### config.mk
export PLATFORM = sky130hd
export DESIGN_NAME = cht_ctrl
export DESIGN_NICKNAME = d
export VERILOG_FILES = /design/src/hdl/chained_hash_table_engine_defines.svh /design/src/hdl/cht_pkg.sv /design/src/hdl/cht_ctrl.sv
export SDC_FILE = /design/constraint.sdc
export NUM_CORES = 1
export LEC_CHECK = 0
export ABC_AREA = 1
export BUFFER_PORTS_ARGS = -buffer_cell sky130_fd_sc_hd__buf_2
export CAP_MARGIN = 5
export CORE_MARGIN = 4
export CORE_UTILIZATION = 40
export CTS_BUF_LIST = sky130_fd_sc_hd__clkbuf_16
export DETAILED_ROUTE_END_ITERATION = 12
export PLACE_DENSITY = 0.7
export SYNTH_ARGS = -nofsm -noshare
export SYNTH_HDL_FRONTEND = slang
export SYNTH_SLANG_ARGS = --single-unit
### constraint.sdc
create_clock -name clk -period 2.7 [get_ports clk]
set_input_delay 0.27 -clock clk [delete_from_list [all_inputs] [get_ports clk]]
set_output_delay 0.27 -clock clk [all_outputs]
set_load 0.05 [all_outputs]
### src/hdl/chained_hash_table_engine_defines.svh
// Assertion macros shared by the hash table engine.
`ifndef CHAINED_HASH_TABLE_ENGINE_DEFINES_SVH
`define CHAINED_HASH_TABLE_ENGINE_DEFINES_SVH

// Antecedent implies consequent in the same cycle.
`define CHT_ASSERT_NOW(lbl, ante, cons, msg) \
  lbl: assert property (@(posedge clk) disable iff (!rst_n) (ante) |-> (cons)) else $error(msg);

// Antecedent implies consequent in the next cycle.
`define CHT_ASSERT_NEXT(lbl, ante, cons, msg) \
  lbl: assert property (@(posedge clk) disable iff (!rst_n) (ante) |=> (cons)) else $error(msg);

`endif

### src/hdl/cht_pkg.sv
package cht_pkg;

  localparam int BUCKETS = 16;
  localparam int NODES   = 64;
  localparam int BKT_W   = $clog2(BUCKETS);
  localparam int NODE_W  = $clog2(NODES);
  localparam int LINK_W  = NODE_W + 1;
  localparam logic [LINK_W-1:0] EMPTY_LINK = '1;

  localparam int KEY_W  = 64;
  localparam int HASH_W = 32;
  localparam int VAL_W  = 64;
  localparam int IN_W   = 160;
  localparam int OUT_W  = 136;

  typedef enum logic [1:0] {
    MODE_INSERT = 2'd0,
    MODE_REMOVE = 2'd1,
    MODE_CLEAR  = 2'd2,
    MODE_LIST   = 2'd3
  } mode_t;

  typedef enum logic [1:0] {
    ST_OK        = 2'd0,
    ST_NOT_FOUND = 2'd1,
    ST_FULL      = 2'd2,
    ST_EMPTY     = 2'd3
  } status_t;

  // Commands from the controller to the datapath.
  typedef struct packed {
    logic    accept;
    logic    rd;
    logic    ins_commit;
    logic    rm_unlink;
    logic    rm_step;
    logic    rm_free;
    logic    clear;
    logic    next_bucket;
    logic    l_take;
    logic    l_end;
    logic    emit_code;
    status_t code;
  } cht_cmd_t;

  // Status from the datapath to the controller.
  typedef struct packed {
    logic out_free;
    logic cur_valid;
    logic key_match;
    logic bk_last;
    logic have_pending;
  } cht_sts_t;

endpackage

### src/hdl/cht_ctrl.sv
module cht_ctrl (
  input  logic              clk,
  input  logic              rst_n,
  input  logic              in_tvalid,
  input  logic [1:0]        in_mode,
  output logic              in_tready,
  input  cht_pkg::cht_sts_t sts,
  output cht_pkg::cht_cmd_t cmd
);

  typedef enum logic [3:0] {
    S_IDLE, S_INS_CHK, S_INS_CMT, S_FULL, S_RM_CHK, S_RM_CMP, S_RM_FREE,
    S_NF, S_CLR, S_L_NODE, S_L_DATA, S_L_END
  } state_t;

  state_t state_r, state_nxt;

  assign in_tready = (state_r == S_IDLE);

  // Next state and command decode.
  always_comb begin
    state_nxt = state_r;
    cmd       = '0;
    cmd.code  = cht_pkg::ST_OK;
    unique case (state_r)
      S_IDLE: begin
        if (in_tvalid) begin
          cmd.accept = 1'b1;
          unique case (cht_pkg::mode_t'(in_mode))
            cht_pkg::MODE_INSERT: state_nxt = S_INS_CHK;
            cht_pkg::MODE_REMOVE: state_nxt = S_RM_CHK;
            cht_pkg::MODE_CLEAR:  state_nxt = S_CLR;
            default:              state_nxt = S_L_NODE;
          endcase
        end
      end
      S_INS_CHK: begin
        if (sts.cur_valid) begin
          cmd.rd    = 1'b1;
          state_nxt = S_INS_CMT;
        end else begin
          state_nxt = S_FULL;
        end
      end
      S_INS_CMT: begin
        if (sts.out_free) begin
          cmd.ins_commit = 1'b1;
          state_nxt      = S_IDLE;
        end
      end
      S_FULL: begin
        if (sts.out_free) begin
          cmd.emit_code = 1'b1;
          cmd.code      = cht_pkg::ST_FULL;
          state_nxt     = S_IDLE;
        end
      end
      S_RM_CHK: begin
        if (sts.cur_valid) begin
          cmd.rd    = 1'b1;
          state_nxt = S_RM_CMP;
        end else begin
          state_nxt = S_NF;
        end
      end
      S_RM_CMP: begin
        if (sts.key_match) begin
          cmd.rm_unlink = 1'b1;
          state_nxt     = S_RM_FREE;
        end else begin
          cmd.rm_step = 1'b1;
          state_nxt   = S_RM_CHK;
        end
      end
      S_RM_FREE: begin
        if (sts.out_free) begin
          cmd.rm_free = 1'b1;
          state_nxt   = S_IDLE;
        end
      end
      S_NF: begin
        if (sts.out_free) begin
          cmd.emit_code = 1'b1;
          cmd.code      = cht_pkg::ST_NOT_FOUND;
          state_nxt     = S_IDLE;
        end
      end
      S_CLR: begin
        if (sts.out_free) begin
          cmd.clear     = 1'b1;
          cmd.emit_code = 1'b1;
          cmd.code      = cht_pkg::ST_OK;
          state_nxt     = S_IDLE;
        end
      end
      S_L_NODE: begin
        if (sts.cur_valid) begin
          cmd.rd    = 1'b1;
          state_nxt = S_L_DATA;
        end else if (sts.bk_last) begin
          state_nxt = S_L_END;
        end else begin
          cmd.next_bucket = 1'b1;
        end
      end
      S_L_DATA: begin
        if (!sts.have_pending || sts.out_free) begin
          cmd.l_take = 1'b1;
          state_nxt  = S_L_NODE;
        end
      end
      S_L_END: begin
        if (sts.out_free) begin
          if (sts.have_pending) begin
            cmd.l_end = 1'b1;
          end else begin
            cmd.emit_code = 1'b1;
            cmd.code      = cht_pkg::ST_EMPTY;
          end
          state_nxt = S_IDLE;
        end
      end
      default: state_nxt = S_IDLE;
    endcase
  end

  // State register.
  always_ff @(posedge clk) begin
    if (!rst_n) begin
      state_r <= S_IDLE;
    end else begin
      state_r <= state_nxt;
    end
  end

endmodule

# After elaboration in Yosys (flattened, before gate mapping)

Cells that the tools add are included.

Register bits: 4
Bits of input ports: 10
Output and inout bits: 14
Logic and storage cells: 59

Equality and inequality tests: 17
Reductions and logical operators: 7
Muxes and demuxes: 34

Operator list:

| operator           | number |
|---|---|
| $pmux 4 s7         | 1 |
| $mux 4             | 6 |
| $mux 1             | 18 |
| $eq 4x3->1 const B | 4 |
| $eq 4x4->1 const B | 4 |
| $mux 3             | 4 |
| $pmux 3 s4         | 1 |
| $pmux 4 s3         | 1 |
| $eq 4x2->1 const B | 2 |
| $mux 2             | 3 |
| $reduce_or 6->1    | 1 |
| $eq 4x1->1 const B | 1 |
| $logic_not 4->1    | 1 |
| $ne 2x2->1 const B | 2 |
| $reduce_and 4->1   | 1 |
| $ne 3x3->1 const B | 1 |
| $reduce_or 3->1    | 1 |
| $eq 2x1->1 const B | 1 |
| $eq 2x2->1 const B | 1 |
| $logic_not 2->1    | 1 |
| $ne 2x1->1 const B | 1 |
| $logic_not 1->1    | 1 |
| $logic_or 1x1->1   | 1 |

# Logic depth before layout (Yosys ltp)

Gate-level depths: netlist of run 1.

Word-level depth: 4
Gate-level depth with buffers: 9
Mapped depth without buffers: 9

# Worst setup path before layout of run 1

Ideal clock, no wire load.

Kind: reg2out
Start point: register state_r[1]
End point: output cmd[10] in the netlist's numbering
Stages on the path, launching flop included: 5
Buffers on the path: 0
Required time: 2.430 ns
Path slack: 0.267 ns
Arrival: 2.163 ns
Cell sequence: dfxtp_1 inv_2 nor2_1 inv_1 nor4_1

RTL lines:

| item                   | line            | text |
|---|---|---|
| from (decl)            | cht_ctrl.sv:16  | `state_t state_r, state_nxt;` |
| from (signal assigned) | cht_ctrl.sv:132 | `state_r <= state_nxt;` |
| to (decl)              | cht_ctrl.sv:8   | `output cht_pkg::cht_cmd_t cmd` |

==> summary.md, run 1 <==
| Metric | Value |
|---|---|
| Status | finished clean |
| Post-DP HPWL | 1138 um |
| Final WL | 1529 um |
| Gp weighted congestion | 0.8498 |
| Dpl cells | 130 |
| Cell count after synthesis | 93 |
| CTS resizes | 0 |
| ANT cells | 0 |
| Sequential-to-total area share from yosys stat | 14.95% |
| Top reg by flops | state_r |
| Slew headroom | 78.08% |
| Worst-margin pin slew | 0.3276 ns |
| Avg Cell Area, Syn | 5.758 um2 |
| R2R cell count | 9 |
| Mapped Nets | 106 |
| Final hold violations | 0 |
| Number of global-route vias before repair | 609 |
| PD cells | 1382 nW/um2 |
| Critical R2R Launch | state_r[0]$_SDFFE_PN0P_ |
| Die Wd | 44.59 um |
| Initial Utilization | 45.15% |
| Worst clock skew | 0.002852 ns |
| First-pass detailed-route iteration total | 4 |
| R2R Path End | state_r[3]$_SDFFE_PN0P_ |
| # DRC | 0 |
| Ports | 24 |
| Crit path time final | 1.860 ns |
| Initial antenna violation count | 0 |
| Routed Antenna Nets | 0 |
| Leak | 0.0004485 uW |
| R2R Setup Slk | 1.30 ns |
| Layout Nets | 134 |
| RSZ-0062 raised after global routing | no |
| FF/Latch Area | 80.08 um2 |
| First-pass GRT wire length | 2449 um |
| Post-Syn Area | 535.5 um2 |
| Total track usage | 17.94% |
| Hold_buf cts | 0 |
| Yosys warns | 0 |
| Max FFs per register | 4 |
| Initial DRC count | 23 |
| H-tree Lvls | 1 |
| Root Driver | clkbuf_16 |
| Congestion Overflow GR | 0 |
| Num CTS Buffers | 3 |
| Worst Hold Endpoint | state_r[1]$_SDFFE_PN0P_ |
| Final setup violation count | 0 |
| Slew Limit Fails | 0 |
| Synth-to-Final Area Change | 38.78% |
| Hold Crit Class | in2reg |
| TritonCTS clock tree | done |
| Fmax | 0.5377 GHz |
| Critical Path End Type | primary output |
| Worst EP required | 2.43 ns |
| Worst Path Arrival | 1.59 ns |
| Design Power | 1027 uW |
| CP Max Fanout | 5 |
| #FFs+latches synth | 4 |
| Fill cells | 122 |
| Worst-skew pair later-pin latency | 0.23 ns |
| Synth unique cells | 20 |
| Reg clk slew, reported paths | 0.03 ns |
| Vias per Instance | 5.105 |
| Layout cells sized above 1 | 33.61% |
| Tcrit/Tclk final | 68.89% |
| Postcts setup bufs | 0 |
| WL/cell | 11.50 um |
| Area of the multi-input gates | 395.4 um2 |
| CP Class | reg2out |
| Die Y-Extent | 44.59 um |
| Post-route setup TNS | 0 ns |
| I/O Buffers | 23 |
| CTS Sinks | 4 |
| Final Non-Filler Cells | 133 |
| Hold Crit Depth | 3 |
| Final core utilization | 62.66% |
| Via count | 679 |
| Regs by FF count | state_r (4) |
| Hold path start | rst_n |
| Max-Cap Viols | 0 |
| CP startpoint kind | flip-flop |
| Largest net degree at the start of global routing | 9 |
| Row count | 12 |
| Die area | 1988 um2 |
| Core area | 1186 um2 |
| Clk buf depth | 2 |
| VDD IR max | 818.7 uV |
[cells in the final DEF (no fill, tap or decap)]
cell and instances:
o2111ai_1 1, buf_2 23, o211ai_2 1, clkbuf_16 3
nor2_2 1, ha_1 3, nand3_2 1, nor3_1 2
dfxtp_1 4, nand2_1 24, nor3_2 1, nor4_1 1
a21oi_1 3, o31ai_1 1, inv_2 4, o21ai_0 2
inv_1 12, nor2_4 3, nand2_4 2, nor2_1 17
nand2_2 1, nand3_1 9
[cells in the mapped netlist]
master,count,area (um2)
o2111ai_1,1,8.760
dfxtp_1,4,80.08
inv_2,4,15.01
a21oi_1,3,15.01
nand2_4,2,22.52
nor3_1,2,10.01
nor2_4,3,33.78
nor4_1,1,6.260
nand3_2,1,10.01
o21ai_0,2,10.01
nand2_1,24,90.09
o31ai_1,1,7.510
nor3_2,1,10.01
nor2_1,17,63.81
inv_1,12,45.04
ha_1,3,37.54
o211ai_2,1,12.51
nand3_1,9,45.04
nand2_2,1,6.260
nor2_2,1,6.260
[kinds of logic after synthesis]
group           share of synthesized area [%]
flops                                   14.95
buf+inv                                 11.21
simple gates                            56.78
fa+ha+maj                               7.010
compound gates                          10.05
[how the worst max path moves through the flow]
stage / slack, ns / cells after the start / start / endpoint
2_1_floorplan: 0.27 / 4 / state_r[1]$_SDFFE_PN0P_ / cmd[10]
3_3_place_gp: 1.11 / 5 / state_r[1]$_SDFFE_PN0P_ / cmd[2]
3_5_place_dp: 1.11 / 5 / state_r[1]$_SDFFE_PN0P_ / cmd[2]
4_1_cts: 0.86 / 5 / state_r[1]$_SDFFE_PN0P_ / cmd[2]
5_1_grt: 0.73 / 5 / state_r[1]$_SDFFE_PN0P_ / cmd[2]
6_report: 0.84 / 5 / state_r[1]$_SDFFE_PN0P_ / cmd[2]
[cell type report]
class / count / share of cell area, %
Clock buffer: 3 / 10.10
Multi-Input combinational cell: 73 / 53.20
Timing Repair Buffer: 23 / 15.49
Sequential cell: 4 / 10.77
Inverter: 16 / 8.081
Tap cell: 14 / 2.357
[routing by layer]
metal  up-vias  part of all wire, %  track usage, %
met5         -                    0               0
met4         0                  4.2           18.07
met3         5                  9.2           4.878
met2        31                   47           26.65
met1       293                   40           19.81
li1        350                    -               -
[worst max-delay path, stage by stage, from the launching register on]
cell and delay [ns]:
dfxtp_1 0.42, inv_2 0.08, nor3_2 0.28, nand3_1 0.17, o2111ai_1 0.11, buf_2 0.29
[power breakdown]
group	internal (uW)	leakage (uW)	switching [uW]
Sequential	89.1	0.0000331	45.3
Clock	189	0.0000370	41.6
Combinational	176	0.000378	486
[per-stage QoR]
stage / hold slack (ns) / worst slack, ns / cell area [um2]
global route: 0.3173 / 0.7335 / 743.2
floorplan: 0.3904 / 0.2670 / 535.5
finish: 0.3049 / 0.8401 / 743.2
CTS: 0.3037 / 0.8620 / 743.2
global placement: 0.5359 / 1.106 / 668.1
detailed placement: 0.5382 / 1.110 / 668.1
(Power assumes the default switching activity.)
==> run 2: changes to the inputs <==
- PLACE_DENSITY: 0.7 -> 0.72
- clock period: 2.7 -> 1.7 ns (I/O delays scaled with it)
==> summary.md, run 2 (synthesis gave the netlist of run 1 again) <==
| Metric | Value |
|---|---|
| Reg clk slew, reported paths | 0.03 ns |
| Hold path start | rst_n |
| Slowest stage delay, CP | 0.42 ns |
| Worst Path Arrival | 1.52 ns |
| Core area | 1186 um2 |
| CP Max Fanout | 5 |
| Final setup violation count | 0 |
| Die Wd | 44.59 um |
| Design Power | 1683 uW |
| Final WL | 1565 um |
| Worst-margin pin slew | 0.3707 ns |
| Area of the multi-input gates | 410.4 um2 |
| Fmax | 0.5908 GHz |
| CP delay by family, top | simple AND/OR/NAND/NOR gates |
| Row count | 12 |
| Crit path max-delay cell type | dfxtp_1 |
| Final WS setup | 0.007315 ns |
| Worst clock skew | 0.004202 ns |
| Worst-skew pair later-pin latency | 0.23 ns |
| First-pass GRT wire length | 2594 um |
| Slew headroom | 75.20% |
| I/O Buffers | 23 |
| Worst Hold Endpoint | state_r[0]$_SDFFE_PN0P_ |
| Final hold violations | 0 |
| TritonCTS clock tree | done |
| First-pass detailed-route iteration total | 4 |
| Worst EP required | 1.53 ns |
| H-tree Lvls | 1 |
| Initial DRC count | 12 |
| Hold_buf cts | 0 |
| Initial Utilization | 45.15% |
| Top Usage Layer GRT | met2 |
| Initial antenna violation count | 0 |
| R2R cell count | 8 |
| Routed Antenna Nets | 0 |
| Crit-path cells | inv_2 > nor3_2 > nand3_1 > o2111ai_2 > buf_4 |
| Crit path buffers/inverters | 2 |
| Hold Crit Depth | 3 |
| PD cells | 2145 nW/um2 |
| Ports | 24 |
| VDD IR max | 1106 uV |
| ANT cells | 0 |
| Layout cells sized above 1 | 36.97% |
| Commonest cells after routing, fill and taps aside | nand2_1 (24), nor2_1 (16), buf_2 (13) |
| Max FFs per register | 4 |
| Largest net degree at the start of global routing | 9 |
| Layout Nets | 134 |
| Met1 usage | 19.05% |
| Die area | 1988 um2 |
| Post-route setup TNS | 0 ns |
| Regs by FF count | state_r (4) |
| Synth-to-Final Area Change | 46.50% |
| # DRC | 0 |
| CTS Sinks | 4 |
| R2R Path End | state_r[3]$_SDFFE_PN0P_ |
| FF/Latch Area | 81.33 um2 |
| Top reg by flops | state_r |
| WL/cell | 11.77 um |
| CP startpoint kind | flip-flop |
| CP Class | reg2out |
| Met3 Resource Use GR | 7.317% |
| M2 GR Usage | 29.23% |
| Die Y-Extent | 44.59 um |
| Num CTS Buffers | 3 |
| Hold WS | 0.2044 ns |
| Slew Limit Fails | 0 |
| Max-Cap Viols | 0 |
| Critical R2R Launch | state_r[3]$_SDFFE_PN0P_ |
| Via count | 674 |
| Critical Path End Type | primary output |
| Most common library cell in the layout ignoring fill and taps | nand2_1 |
| Clk buf depth | 2 |
| RSZ-0062 raised after global routing | yes |
| R2R Setup Slk | 0.31 ns |
| Vias per Instance | 5.068 |
| Total track usage | 17.60% |
| Root Driver | clkbuf_16 |
| Status | finished clean |
| Number of global-route vias before repair | 625 |
| Tcrit/Tclk final | 99.57% |
| Congestion Overflow GR | 0 |
| Fill cells | 106 |
| Leak | 0.0004496 uW |
| Crit path time final | 1.693 ns |
| Hold Crit Class | in2reg |
| Post-DP HPWL | 1224 um |
| Dpl ws | 0.1793 ns |
| Gp weighted congestion | 0.8694 |
-- run 2: cell count changes in the layout (fill, tap and decap cells not counted), sizes merged --
cell,previous run,this run
buf,23,17
clkbuf,3,9
-- run 2: worst min-delay path, cell delays in order --
cell     delay (ns)
buf_2          0.13
nand2_1        0.06
nor2_1         0.03
-- run 2: worst max-delay path by stage --
stage / from / endpoint / slack [ns] / cells after the start
finish: state_r[1]$_SDFFE_PN0P_ / cmd[2] / 0.007 / 5
global route: state_r[0]$_SDFFE_PN0P_ / cmd[9] / -0.1 / 7
CTS: state_r[2]$_SDFFE_PN0P_ / cmd[9] / 0.0007 / 7
detailed placement: state_r[2]$_SDFFE_PN0P_ / cmd[9] / 0.18 / 7
global placement: state_r[1]$_SDFFE_PN0P_ / cmd[2] / 0.21 / 5
floorplan: state_r[2]$_SDFFE_PN0P_ / cmd[7] / -0.28 / 4
-- run 2: cell type report --
class | instances | area share, %
multi-input combinational | 73 | 52.31
tap | 14 | 2.233
clock buffer | 3 | 9.569
timing repair buffer | 23 | 17.86
inverter | 16 | 7.656
sequential | 4 | 10.37
-- run 2: stage by stage --
stage | util, % | cell area (um2) | instances
3_3_place_gp | 57.38 | 680.7 | 130
6_report | 66.14 | 784.5 | 133
2_1_floorplan | - | 548.0 | 93
4_1_cts | 64.56 | 765.7 | 133
5_1_grt | 66.14 | 784.5 | 133
3_5_place_dp | 57.38 | 680.7 | 130
-- run 2: power by group --
group | leakage, uW | internal [uW] | switching, uW
registers | 0.0000334 | 144 | 72.6
clock network | 0.0000370 | 301 | 71.4
logic | 0.000379 | 304 | 790
-- run 2: layer usage --
layer  up-vias  routed length, um  part of all wire [%]
met5         -                  0                     0
met2        28                778                    50
met4         0                 49                   3.1
met3         7                133                   8.5
met1       291                604                    39
li1        348                  -                     -
-- run 2: repair_timing --
item	CTS	global route
resized for setup	4	8
cloned	0	0
buffers inserted	0	0
endpoints found under the setup margin	4	11
==> run 3: changes to the inputs <==
- BUFFER_PORTS_ARGS: -buffer_cell sky130_fd_sc_hd__buf_2 -> -buffer_cell sky130_fd_sc_hd__buf_4
- CORE_MARGIN: 4 -> default
==> summary.md, run 3 (synthesis gave the netlist of run 1 again) <==
| Metric | Value |
|---|---|
| First-pass detailed-route iteration total | 3 |
| Max-Cap Viols | 0 |
| Post-DP HPWL | 1120 um |
| Initial antenna violation count | 0 |
| Most common library cell in the layout ignoring fill and taps | nand2_1 |
| RSZ-0062 raised after global routing | yes |
| Postcts setup bufs | 0 |
| Worst Path Arrival | 1.46 ns |
| CP Max Fanout | 5 |
| Worst EP required | 1.53 ns |
| Commonest cells after routing, fill and taps aside | nand2_1 (24), buf_4 (23), nor2_1 (17) |
| Slew headroom | 74.58% |
| Largest net degree at the start of global routing | 9 |
| Regs by FF count | state_r (4) |
| Ports | 24 |
| Worst-margin pin slew | 0.3809 ns |
| ANT cells | 0 |
| Congestion Overflow GR | 0 |
| Top reg by flops | state_r |
| PD cells | 2074 nW/um2 |
| CP startpoint kind | flip-flop |
| CTS Sinks | 4 |
| Design Area, Final | 820.8 um2 |
| Post-route setup TNS | 0 ns |
| Num CTS Buffers | 3 |
| Crit path time final | 1.634 ns |
| I/O Buffers | 23 |
| Final hold violations | 0 |
| Vias per Instance | 4.767 |
| Final WL | 1420 um |
| VDD IR max | 1520 uV |
| DP Area | 738.2 um2 |
| Max FFs per register | 4 |
| Die Y-Extent | 38.59 um |
| Via count | 634 |
| Clk buf depth | 2 |
| Critical Path End Type | primary output |
| Gp weighted congestion | 0.8774 |
| # DRC | 0 |
| WL/cell | 10.68 um |
| Status | finished clean |
| Fmax | 0.6121 GHz |
| Dpl ws | 0.2767 ns |
| Slew Limit Fails | 0 |
| Number of global-route vias before repair | 531 |
| Row count | 12 |
| Hold WS | 0.2032 ns |
| Total track usage | 21.10% |
| Final WS setup | 0.06622 ns |
| Worst clock skew | 0.0003521 ns |
| H-tree Lvls | 1 |
| Initial Utilization | 45.73% |
| Leak | 0.0004686 uW |
| Root Driver | clkbuf_16 |
| Tcrit/Tclk final | 96.10% |
| Layout cells sized above 1 | 36.13% |
| CP Class | reg2out |
| Initial DRC count | 6 |
| TritonCTS clock tree | done |
| Final setup violation count | 0 |
| Synth-to-Final Area Change | 53.27% |
| Core area | 1171 um2 |
| Hold Crit Class | in2reg |
| Worst-skew pair later-pin latency | 0.22 ns |
| Reg clk slew, reported paths | 0.03 ns |
| Die Wd | 38.59 um |
| Die area | 1489 um2 |
| Routed Antenna Nets | 0 |
| First-pass GRT wire length | 2159 um |
| Layout Nets | 134 |
==> run 3: cell count changes in the layout (fill, tap and decap cells not counted), sizes merged <==
| cell | change |
|---|---|
| buf | +6 |
| clkbuf | -6 |
==> run 3: power by group <==
part / internal [uW] / total, uW / switching [uW] / leakage [uW]
logic: 334 / 1120 / 789 / 0.000398
registers: 144 / 216 / 71.6 / 0.0000334
clock network: 300 / 364 / 63.3 / 0.0000370
total: 778 / 1700 / 924 / 0.000469
==> run 3: layer usage <==
layer | up-vias | track usage, % | wire (um)
met5 | - | 0 | 0
met4 | 0 | 7.759 | 0
met3 | 0 | 1.734 | 44
met2 | 14 | 39.17 | 738
met1 | 273 | 24.56 | 637
li1 | 347 | - | -
==> run 3: path summary, 6_finish.rpt <==
check        cells past startpoint  slack, ns                 endpoint                    start
min reg2reg                      2       0.58  state_r[0]$_SDFFE_PN0P_  state_r[0]$_SDFFE_PN0P_
max                              4       0.07                   cmd[2]  state_r[1]$_SDFFE_PN0P_
max reg2reg                      9       0.32  state_r[2]$_SDFFE_PN0P_  state_r[1]$_SDFFE_PN0P_
min                              3       0.20  state_r[3]$_SDFFE_PN0P_                    rst_n
==> run 3: worst max-delay path: stages, from the launching register on <==
cell and delay [ns]:
dfxtp_1 0.35, nor2_1 0.31, nand2_1 0.18, o2111ai_2 0.19, buf_4 0.22
==> run 3: area by class of cell <==
| type | count | area, um2 |
|---|---|---|
| multi-input cells | 73 | 414.1 |
| fillers | 117 | 350.3 |
| repair buffers | 23 | 172.7 |
| flip-flops and latches | 4 | 81.33 |
| clock buffers | 3 | 75.07 |
| inverters | 16 | 60.06 |
| well taps | 14 | 17.52 |
==> run 3: timing repair <==
item / CTS / global route
hold buffers: 0 / 0
gates resized for setup: 0 / 2
endpoints found under the setup margin: 0 / 7
==> run 3: per-stage QoR <==
stage	utilization (%)	power [uW]	instances
finish	70.09	1702	133
global route	70.09	1811	133
CTS	69.44	1696	133
detailed placement	63.03	1307	130
global placement	63.03	1308	130
floorplan	-	1052	93
